## src/hw/rtl/spa_pkg.sv

```systemverilog
// Shared types and constants for the paged-register SPI master.
// Used by spi_paged_register_access_core. No dependencies.
`timescale 1ns / 1ps
`default_nettype none

package spa_pkg;

  // Width of the phase tick counter.
  localparam int TickW   = 10;
  localparam int MaxTick = (1 << TickW) - 1;

  localparam int CfgW       = 10;
  localparam int FrameBits  = 16;
  localparam int AddrBits   = 8;

  // Input opcodes
  localparam logic [1:0] OP_TICK  = 2'd0;
  localparam logic [1:0] OP_WRITE = 2'd1;
  localparam logic [1:0] OP_READ  = 2'd2;

  // Configuration register indexes
  localparam logic [1:0] CFG_HALF_PERIOD = 2'd0;
  localparam logic [1:0] CFG_CS_SETUP    = 2'd1;
  localparam logic [1:0] CFG_FRAME_GAP   = 2'd2;

  localparam logic [CfgW-1:0] HALF_PERIOD_RST = 10'd10;
  localparam logic [CfgW-1:0] CS_SETUP_RST    = 10'd5;
  localparam logic [CfgW-1:0] FRAME_GAP_RST   = 10'd10;

  // Sequencer phases: setup / clock high / clock low / gap, for each frame
  typedef enum logic [8:0] {
    PH_IDLE = 9'b000000001,
    PH_S1   = 9'b000000010,
    PH_H1   = 9'b000000100,
    PH_L1   = 9'b000001000,
    PH_G1   = 9'b000010000,
    PH_S2   = 9'b000100000,
    PH_H2   = 9'b001000000,
    PH_L2   = 9'b010000000,
    PH_G2   = 9'b100000000
  } phase_t;

  typedef struct packed {
    logic       cs_n;
    logic       sclk;
    logic       mosi;
    logic       busy_res;
    logic       done_res;
    logic [7:0] rd_byte;
    logic       rejected;
  } res_t;

  // Zero counts as one tick; values beyond the counter are clamped.
  function automatic logic [TickW-1:0] dur_f(input logic [CfgW-1:0] r);
    logic [CfgW-1:0] d;
    d = (r == '0) ? CfgW'(1) : r;
    if (int'(d) > MaxTick) begin
      return TickW'(MaxTick);
    end
    return TickW'(d);
  endfunction

endpackage

`default_nettype wire

```

## src/hw/rtl/spi_paged_register_access_core.sv

```systemverilog
// Paged-register SPI master: tick-stepped bit-bang sequencer with a
// registered result stage and a one-entry skid buffer.
// Each result is registered, in the skid register on a stall. Throughput: one
// item per clock while in_stall is low; the state update for an item is a single
// pass of logic from the sequencer registers to the result register.
// in_stall rises only when both the result and skid registers are full.
// Reset (rst_n low, synchronous): idle, config registers to their defaults.
`timescale 1ns / 1ps
`default_nettype none

module spi_paged_register_access_core (
  input  wire        clk,
  input  wire        rst_n,
  // item input
  input  wire        in_valid,
  output logic       in_stall,
  input  wire  [1:0] in_opcode,
  input  wire  [7:0] in_page,
  input  wire  [6:0] in_reg_addr,
  input  wire  [7:0] in_wr_value,
  input  wire        in_miso,
  // result output
  output logic       out_valid,
  input  wire        out_stall,
  output logic       out_cs_n,
  output logic       out_sclk,
  output logic       out_mosi,
  output logic       out_busy_res,
  output logic       out_done_res,
  output logic [7:0] out_rd_byte,
  output logic       out_rejected,
  // configuration writes
  input  wire        cfg_valid,
  output logic       cfg_ready,
  input  wire  [1:0] cfg_index,
  input  wire  [9:0] cfg_wdata
);

  // ---------------- configuration ----------------
  logic [spa_pkg::CfgW-1:0] half_period_r, cs_setup_r, frame_gap_r;

  assign cfg_ready = 1'b1;

  always_ff @(posedge clk) begin
    if (!rst_n) begin
      half_period_r <= spa_pkg::HALF_PERIOD_RST;
      cs_setup_r    <= spa_pkg::CS_SETUP_RST;
      frame_gap_r   <= spa_pkg::FRAME_GAP_RST;
    end else if (cfg_valid && cfg_ready) begin
      case (cfg_index)
        spa_pkg::CFG_HALF_PERIOD: half_period_r <= cfg_wdata;
        spa_pkg::CFG_CS_SETUP:    cs_setup_r    <= cfg_wdata;
        spa_pkg::CFG_FRAME_GAP:   frame_gap_r   <= cfg_wdata;
        default: ;
      endcase
    end
  end

  // ---------------- sequencer state ----------------
  spa_pkg::phase_t           phase_r, phase_nxt;
  logic [4:0]                bit_cnt_r, bit_cnt_nxt;
  logic [spa_pkg::TickW-1:0] tick_cnt_r, tick_cnt_nxt;
  logic [15:0]               tx_shift_r, tx_shift_nxt;
  logic [15:0]               second_word_r, second_word_nxt;
  logic                      is_read_r, is_read_nxt;
  logic [7:0]                rx_shift_r, rx_shift_nxt;
  logic [7:0]                last_read_r, last_read_nxt;
  logic                      mosi_lvl_r, mosi_lvl_nxt;

  logic                      accept;
  logic                      busy;
  logic                      second;
  logic                      do_rise;
  logic                      done;
  logic                      rej;
  logic [spa_pkg::TickW-1:0] dur;
  logic [spa_pkg::TickW-1:0] tc_inc;
  logic [4:0]                bc_inc;
  spa_pkg::res_t             res;

  assign accept = in_valid && !in_stall;
  assign busy   = (phase_r != spa_pkg::PH_IDLE);
  assign second = phase_r inside {spa_pkg::PH_S2, spa_pkg::PH_H2, spa_pkg::PH_L2,
                                  spa_pkg::PH_G2};
  assign tc_inc = tick_cnt_r + spa_pkg::TickW'(1);
  assign bc_inc = bit_cnt_r + 5'd1;

  always_comb begin
    case (phase_r)
      spa_pkg::PH_S1, spa_pkg::PH_S2: dur = spa_pkg::dur_f(cs_setup_r);
      spa_pkg::PH_G1, spa_pkg::PH_G2: dur = spa_pkg::dur_f(frame_gap_r);
      default:                        dur = spa_pkg::dur_f(half_period_r);
    endcase
  end

  always_comb begin
    phase_nxt       = phase_r;
    bit_cnt_nxt     = bit_cnt_r;
    tick_cnt_nxt    = tick_cnt_r;
    tx_shift_nxt    = tx_shift_r;
    second_word_nxt = second_word_r;
    is_read_nxt     = is_read_r;
    rx_shift_nxt    = rx_shift_r;
    last_read_nxt   = last_read_r;
    mosi_lvl_nxt    = mosi_lvl_r;
    do_rise         = 1'b0;
    done            = 1'b0;
    rej             = 1'b0;

    case (in_opcode)
      spa_pkg::OP_TICK: begin
        if (busy) begin
          if (tc_inc < dur) begin
            tick_cnt_nxt = tc_inc;
          end else begin
            tick_cnt_nxt = '0;
            case (phase_r)
              spa_pkg::PH_S1: begin
                phase_nxt = spa_pkg::PH_H1;
                do_rise   = 1'b1;
              end
              spa_pkg::PH_S2: begin
                phase_nxt = spa_pkg::PH_H2;
                do_rise   = 1'b1;
              end
              spa_pkg::PH_H1: phase_nxt = spa_pkg::PH_L1;
              spa_pkg::PH_H2: phase_nxt = spa_pkg::PH_L2;
              spa_pkg::PH_L1, spa_pkg::PH_L2: begin
                if (int'(bc_inc) < spa_pkg::FrameBits) begin
                  bit_cnt_nxt = bc_inc;
                  phase_nxt   = second ? spa_pkg::PH_H2 : spa_pkg::PH_H1;
                  do_rise     = 1'b1;
                end else begin
                  bit_cnt_nxt  = '0;
                  mosi_lvl_nxt = 1'b0;
                  phase_nxt    = second ? spa_pkg::PH_G2 : spa_pkg::PH_G1;
                end
              end
              spa_pkg::PH_G1: begin
                tx_shift_nxt = second_word_r;
                phase_nxt    = spa_pkg::PH_S2;
              end
              spa_pkg::PH_G2: begin
                phase_nxt = spa_pkg::PH_IDLE;
                if (is_read_r) begin
                  last_read_nxt = rx_shift_r;
                end
                done = 1'b1;
              end
              default: ;
            endcase
          end
        end
      end
      spa_pkg::OP_WRITE, spa_pkg::OP_READ: begin
        if (busy) begin
          rej = 1'b1;
        end else begin
          is_read_nxt  = (in_opcode == spa_pkg::OP_READ);
          tx_shift_nxt = {8'h00, in_page};
          if (in_opcode == spa_pkg::OP_READ) begin
            second_word_nxt = {in_reg_addr, 1'b1, 8'h00};
          end else begin
            second_word_nxt = {in_reg_addr, 1'b0, in_wr_value};
          end
          rx_shift_nxt = '0;
          bit_cnt_nxt  = '0;
          tick_cnt_nxt = '0;
          mosi_lvl_nxt = 1'b0;
          phase_nxt    = spa_pkg::PH_S1;
        end
      end
      default: ;
    endcase

    // rising SCLK edge: read bits of the second frame sample MISO, others shift MOSI
    if (do_rise) begin
      if (is_read_r && second && int'(bit_cnt_nxt) >= spa_pkg::AddrBits) begin
        rx_shift_nxt = {rx_shift_r[6:0], in_miso};
      end else begin
        mosi_lvl_nxt = tx_shift_r[15];
        tx_shift_nxt = {tx_shift_r[14:0], 1'b0};
      end
    end
  end

  // result of this item, from the updated state
  always_comb begin
    res.busy_res  = (phase_nxt != spa_pkg::PH_IDLE);
    res.cs_n      = !res.busy_res || (phase_nxt inside {spa_pkg::PH_G1, spa_pkg::PH_G2});
    res.sclk      = phase_nxt inside {spa_pkg::PH_H1, spa_pkg::PH_H2};
    res.mosi      = res.busy_res && mosi_lvl_nxt;
    res.done_res  = done;
    res.rd_byte   = last_read_nxt;
    res.rejected  = rej;
  end

  always_ff @(posedge clk) begin
    if (!rst_n) begin
      phase_r       <= spa_pkg::PH_IDLE;
      bit_cnt_r     <= '0;
      tick_cnt_r    <= '0;
      tx_shift_r    <= '0;
      second_word_r <= '0;
      is_read_r     <= 1'b0;
      rx_shift_r    <= '0;
      last_read_r   <= '0;
      mosi_lvl_r    <= 1'b0;
    end else if (accept) begin
      phase_r       <= phase_nxt;
      bit_cnt_r     <= bit_cnt_nxt;
      tick_cnt_r    <= tick_cnt_nxt;
      tx_shift_r    <= tx_shift_nxt;
      second_word_r <= second_word_nxt;
      is_read_r     <= is_read_nxt;
      rx_shift_r    <= rx_shift_nxt;
      last_read_r   <= last_read_nxt;
      mosi_lvl_r    <= mosi_lvl_nxt;
    end
  end

  // ---------------- result register + skid ----------------
  logic          out_valid_r, skid_valid_r;
  spa_pkg::res_t out_r, skid_r;
  logic          out_free;

  assign in_stall = skid_valid_r;
  assign out_free = !out_valid_r || !out_stall;

  always_ff @(posedge clk) begin
    if (!rst_n) begin
      out_valid_r  <= 1'b0;
      skid_valid_r <= 1'b0;
    end else if (out_free) begin
      if (skid_valid_r) begin
        out_valid_r  <= 1'b1;
        skid_valid_r <= 1'b0;
      end else begin
        out_valid_r <= accept;
      end
    end else if (accept) begin
      skid_valid_r <= 1'b1;
    end
  end

  always_ff @(posedge clk) begin
    if (out_free) begin
      if (skid_valid_r) begin
        out_r <= skid_r;
      end else if (accept) begin
        out_r <= res;
      end
    end else if (accept) begin
      skid_r <= res;
    end
  end

  assign out_valid     = out_valid_r;
  assign out_cs_n      = out_r.cs_n;
  assign out_sclk      = out_r.sclk;
  assign out_mosi      = out_r.mosi;
  assign out_busy_res  = out_r.busy_res;
  assign out_done_res  = out_r.done_res;
  assign out_rd_byte   = out_r.rd_byte;
  assign out_rejected  = out_r.rejected;

  // ---------------- assertions ----------------
  a_skid_behind_out: assert property (@(posedge clk) disable iff (!rst_n)
    skid_valid_r |-> out_valid_r)
    else $error("skid entry held without a result in the output register");

  a_done_ends_access: assert property (@(posedge clk) disable iff (!rst_n)
    (out_valid_r && out_done_res) |-> (!out_busy_res && out_cs_n && !out_sclk))
    else $error("completion reported while access still active");

  a_reject_only_busy: assert property (@(posedge clk) disable iff (!rst_n)
    (accept && !busy) |=> !((out_valid_r && out_r.rejected && !skid_valid_r &&
                             !$past(out_valid_r && out_stall))))
    else $error("request rejected while sequencer was idle");

  a_idle_pins: assert property (@(posedge clk) disable iff (!rst_n)
    (out_valid_r && !out_busy_res) |-> (out_cs_n && !out_sclk && !out_mosi))
    else $error("SPI pins active while idle");

endmodule

`default_nettype wire
```

## config.mk

```make
export PLATFORM = sky130hd
export DESIGN_NAME = spi_paged_register_access_core
export DESIGN_NICKNAME = d
export VERILOG_FILES = /design/src/hw/rtl/spa_pkg.sv /design/src/hw/rtl/spi_paged_register_access_core.sv
export SDC_FILE = /design/constraint.sdc
export NUM_CORES = 1
export LEC_CHECK = 0
export ABC_AREA = 1
export BUFFER_PORTS_ARGS = -buffer_cell sky130_fd_sc_hd__buf_4
export CORE_UTILIZATION = 52
export CTS_CLUSTER_SIZE = 20
export DETAILED_ROUTE_END_ITERATION = 10
export GPL_TIMING_DRIVEN = 0
export MAX_ROUTING_LAYER = met4
export PLACE_DENSITY_LB_ADDON = 0.3
export SKIP_LAST_GASP = 1
export SLEW_MARGIN = 20
export SYNTH_ARGS = -nofsm -noshare
export SYNTH_HDL_FRONTEND = slang
export SYNTH_SLANG_ARGS = --single-unit
export TNS_END_PERCENT = 1
```

## constraint.sdc

```tcl
create_clock -name clk -period 4.8 [get_ports clk]
set_clock_uncertainty 0.1 [all_clocks]
set_input_delay 0.24 -clock clk [delete_from_list [all_inputs] [get_ports clk]]
set_output_delay 0.24 -clock clk [all_outputs]
set_load 0.005 [all_outputs]
```

After elaboration in Yosys (flattened, before gate mapping)
Index checks and enable logic that the tools add are counted.

word-level totals
  input bits = 43
  logic and storage cells = 149
  output and inout bits = 17
  bits in registers = 134

operators by class
  eq/ne operators = 20
  multiplexer cells = 61
  add/sub/neg operators = 2
  $lt $le $gt $ge = 3
  reductions and logical operators = 32
  bitwise operators = 3

operators by type and width
  cell                     count
  $mux W16                 6
  $mux W8                  9
  $pmux W9 S7              1
  $mux W10                 6
  $mux W9                  6
  $pmux W10 S2             2
  $pmux W16 S2             1
  $logic_not A10 Y1        3
  $mux W14                 2
  $mux W5                  5
  $eq A9 B3 Y1 const B     2
  $eq A9 B5 Y1 const B     2
  $eq A9 B7 Y1 const B     2
  $eq A9 B9 Y1 const B     2
  $mux W1                  18
  $ne A9 B1 Y1 const B     2
  $pmux W9 S2              1
  $add A10 B1 Y10 const B  1
  $lt A10 B10 Y1           1
  $pmux W5 S2              1
  $reduce_and A2 Y1        5
  $reduce_or A2 Y1         5
  $eq A9 B2 Y1 const B     1
  $eq A9 B4 Y1 const B     1
  other kinds (19)         36

Logic depth before layout (Yosys ltp)
  depth after elaboration = 14
  mapped depth = 26
  depth with buffers taken out = 25

Least setup slack after synthesis
Ideal clock, no wire load.

  path kind = reg-to-reg
  start = register phase_r[6]
  end = register out_r (netlist bit out_mosi), data pin
  path buffers = 2
  stages on the path, launching flop included = 25
  required time = 4446 ps
  library setup time = 254 ps
  period minus slack after synthesis = 3567 ps
  setup slack = 1233 ps
  arrival time = 3213 ps
  cells stage by stage = dfxtp_1 > nor2_4 > nand2_4 > inv_2 > nand2_1 > nand2_4 > nor2_4 > buf_4 > a221oi_1 > ha_1 > nand2_1 > inv_2 > nand3_1 > a31oi_1 > a2111oi_4 > nand2_8 > buf_6 > nand2_1 > o21ai_1 > a21oi_2 > nand3_1 > nor2_2 > nand2_1 > nand4_1 > nand2_1

RTL lines
  what                    RTL line                               source
  from (decl)             spi_paged_register_access_core.sv:60   spa_pkg::phase_t phase_r, phase_nxt;
  from (signal assigned)  spi_paged_register_access_core.sv:200  phase_r <= spa_pkg::PH_IDLE;
  from (signal assigned)  spi_paged_register_access_core.sv:210  phase_r <= phase_nxt;
  to (signal assigned)    spi_paged_register_access_core.sv:249  out_r <= skid_r;
  to (signal assigned)    spi_paged_register_access_core.sv:251  out_r <= res;
  to (decl)               spi_paged_register_access_core.sv:224  spa_pkg::res_t out_r, skid_r;

==> load_flow_metrics.sql <==
INSERT INTO impl_metrics (metric_group, metric, value, unit) VALUES
('critical_path', 'worst-path-max-fanout', '10', ''),
('cts', 'clockRootBuffer', 'clkbuf_16', ''),
('timing', 'timing_worst_slew_pin_value', '0.998', 'ns'),
('power_and_ir_drop', 'totalPowerFinal', '2.97', 'mW'),
('logic_synthesis', 'synth_top_flop_cell', 'dfxtp_1', ''),
('layout', 'final_cells', '1346', ''),
('job', 'cap_violations', '0', ''),
('floorplanning', 'die_footprint', '15200', 'um2'),
('layout', 'most-common-layout-cells', '244 x nand2_1, 105 x dfxtp_1, 104 x inv_1', ''),
('cts', 'tritoncts', 'done', ''),
('layout', 'number_of_filler_instances_in_the_final_layout', '1265', ''),
('timing', 'min_period', '4.48', 'ns'),
('cts', 'cts.sink_count', '133', ''),
('layout', 'area.growth.synth_to_final', '19.8', '%'),
('logic_synthesis', 'post_synth_simple_gate_area', '0.328', ''),
('cts', 'htree_levels', '4', ''),
('timing', 'grt_setup_unrepaired', 'false', ''),
('critical_path', 'arrival', '4.56', 'ns'),
('logic_synthesis', 'synth_fp_nets', '1105', ''),
('logic_synthesis', 'synthesis.area_per_instance', '7.32', 'um2'),
('grt', 'grt_use_total', '0.288', ''),
('timing', 'final_hold_viol_count', '0', ''),
('run_status', 'status', 'finished, final reports clean', ''),
('logic_synthesis', 'yosys.area_share.xor_xnor', '0.0126', ''),
('logic_synthesis', 'synth_area_leader', 'dfxtp_1', ''),
('timing', 'finalSetupViolCount', '0', ''),
('grt', 'maximum_number_of_pins_on_one_net_before_global_route_repair', '17', ''),
('critical_path', 'critical_path.most_common_cell', 'nand2_1', ''),
('timing', 'fin_tns_setup', '0', 'ns'),
('cts', 'max-clock-path-buffers', '2', ''),
('cts', 'clk-insertion-delay-late', '0.43', 'ns'),
('power_and_ir_drop', 'maximum_resistive_drop_on_vdd', '0.000273', 'V'),
('placed_design', 'place.detailed.instances', '1289', ''),
('floorplanning', 'ioPinCount', '60', ''),
('logic_synthesis', 'synth.top_cells.by_area', 'dfxtp_1 27%, nand2_1 12%, edfxtp_1 11%', ''),
('logic_synthesis', 'yosysWarnings', '0', ''),
('layout', 'antenna-diode-count', '0', ''),
('cts', 'postCtsSetupRepairBufs', '0', ''),
('critical_path', 'end_kind', 'register', ''),
('power_and_ir_drop', 'cell_leakage_power', '3.94', 'nW'),
('logic_synthesis', 'synth-adder-area-share', '0.0228', ''),
('detailed_routing', 'finalWirelength', '20300', 'um'),
('logic_synthesis', 'synth_enable_flop_cells', '28', ''),
('critical_path', 'data_required_time_at_the_worst_endpoint', '4.88', 'ns'),
('detailed_routing', 'met1_length', '9080', 'um'),
('floorplanning', 'initial_util', '0.530', ''),
('cts', 'cts_buffers', '17', ''),
('logic_synthesis', 'netlist_instances', '1048', ''),
('timing', 'report.final.slew_viol_count', '0', ''),
('grt', 'initial_antenna_violation_count', '0', ''),
('floorplanning', 'num_rows', '44', ''),
('detailed_routing', 'vias_per_cell', '5.50', ''),
('placed_design', 'routabilityCongestion', '0.968', ''),
('placed_design', 'dp_hpwl', '14200', 'um'),
('floorplanning', 'chipHeight', '123', 'um'),
('layout', 'layout_commonest_cell', 'nand2_1', ''),
('grt', 'grt_pass1_vias', '6753', ''),
('logic_synthesis', 'synth-seq-area-share', '0.384', ''),
('detailed_routing', 'drt_iter0_drc', '622', ''),
('logic_synthesis', 'synth_top_family_by_area', 'simple AND/OR/NAND/NOR gates', ''),
('logic_synthesis', 'synth_compound_gate_area_share', '0.155', ''),
('power_and_ir_drop', 'power_density_cells', '323', 'nW/um2'),
('timing', 'max_freq', '223', 'MHz'),
('floorplanning', 'die_width', '123', 'um'),
('timing', 'max-slew-margin-rel', '0.329', ''),
('logic_synthesis', 'synth.top_cell.area_share', '0.274', ''),
('layout', 'utilization', '0.634', ''),
('timing', 'final_min_period_over_clock_period', '0.934', ''),
('floorplanning', 'core-area', '14500', 'um2'),
('grt', 'grt-ovfl-total', '0', ''),
('layout', 'layout.cell_area.non_filler', '9190', 'um2');
## stage by stage
step           worst slack [ns]  hold slack, ns
6_report                  0.318          0.0673
5_1_grt                  0.0822          0.0498
4_1_cts                   0.386          0.0337
3_5_place_dp              0.436           0.359
3_3_place_gp              0.440           0.358
2_1_floorplan              1.23           0.253
## worst max-delay path, delay by kind of cell (launching register included)
family | cells | cell delay [ns]
AO/OA/AOI/OAI | 4 | 1.08
adder cells (fa/ha/maj) | 1 | 0.32
buffers and inverters | 3 | 0.32
flip-flops | 1 | 0.37
AND/OR/NAND/NOR | 17 | 2.01
## layer usage
layer  global-route usage  vias to the layer above
met1                0.358                     3463
met3               0.0586                       46
met5                    -                        -
met4                0.113                        0
met2                0.460                      225
li1                     -                     3669
## cell families after synthesis
group                    after synthesis
other                                  1
adder cells (fa/ha/maj)               14
buffers and inverters                162
XOR/XNOR                              11
multiplexers                           8
flip-flops                           133
AO/OA/AOI/OAI                        200
AND/OR/NAND/NOR                      519
## report_power, final
group          total (mW)  switching, mW  internal [mW]  leakage (nW)
registers            1.23         0.0324           1.19          1.12
clock network        1.32          0.508          0.816         0.278
logic               0.420          0.268          0.152          2.53
## flip-flops by register name (all words and copies together) (netlist names), 8 cells and up
signal         flops
cs_setup_r        10
frame_gap_r       10
half_period_r     10
last_read_r        8
out_rd_byte        8
phase_r            9
rx_shift_r         8
second_word_r     16
skid_r            14
tick_cnt_r        10
tx_shift_r        16
## synthesized netlist by cell type, types with 6 or more instances
| cell type | instances |
|---|---|
| xor2_1 | 9 |
| buf_2 | 7 |
| dfxtp_1 | 105 |
| clkbuf_1 | 28 |
| a21oi_1 | 74 |
| a221oi_1 | 11 |
| nor2_4 | 7 |
| nand3_1 | 86 |
| nand3b_1 | 6 |
| ha_1 | 14 |
| nand2_1 | 244 |
| inv_1 | 104 |
| mux2i_1 | 7 |
| nor2_2 | 7 |
| a21oi_2 | 11 |
| o21ai_2 | 8 |
| nand2_4 | 9 |
| edfxtp_1 | 28 |
| nand3_2 | 14 |
| nor2_1 | 97 |
| o21ai_1 | 14 |
| o21ai_0 | 64 |
| nor3_1 | 8 |
| nand2_2 | 14 |
| nand4_1 | 15 |
| inv_2 | 10 |
## final timing paths
kind,slack (ns),cells after the start,endpoint,startpoint
max,0.32,25,skid_r[11],phase_r[7]
min,0.07,3,in_stall,out_stall
max reg2reg,0.32,25,skid_r[11],phase_r[7]
min reg2reg,0.37,2,frame_gap_r[0],frame_gap_r[0]
## cell type report
cell class                 instances  area [um2]  share of cell area
multi-input combinational        753        4080               0.444
sequential                       133        2940               0.320
timing repair buffer              82         678              0.0738
inverter                         120         455              0.0496
clock buffer                      20         437              0.0475
tap                              184         230              0.0251
buffer                            42         208              0.0226
clock inverter                    12         156              0.0170
## what timing repair did
action / CTS / global route
hold buffers: 25 / 0
resized for setup: 0 / 0
hold endpoints to repair: 35 / 0
(Power assumes the default switching activity.)
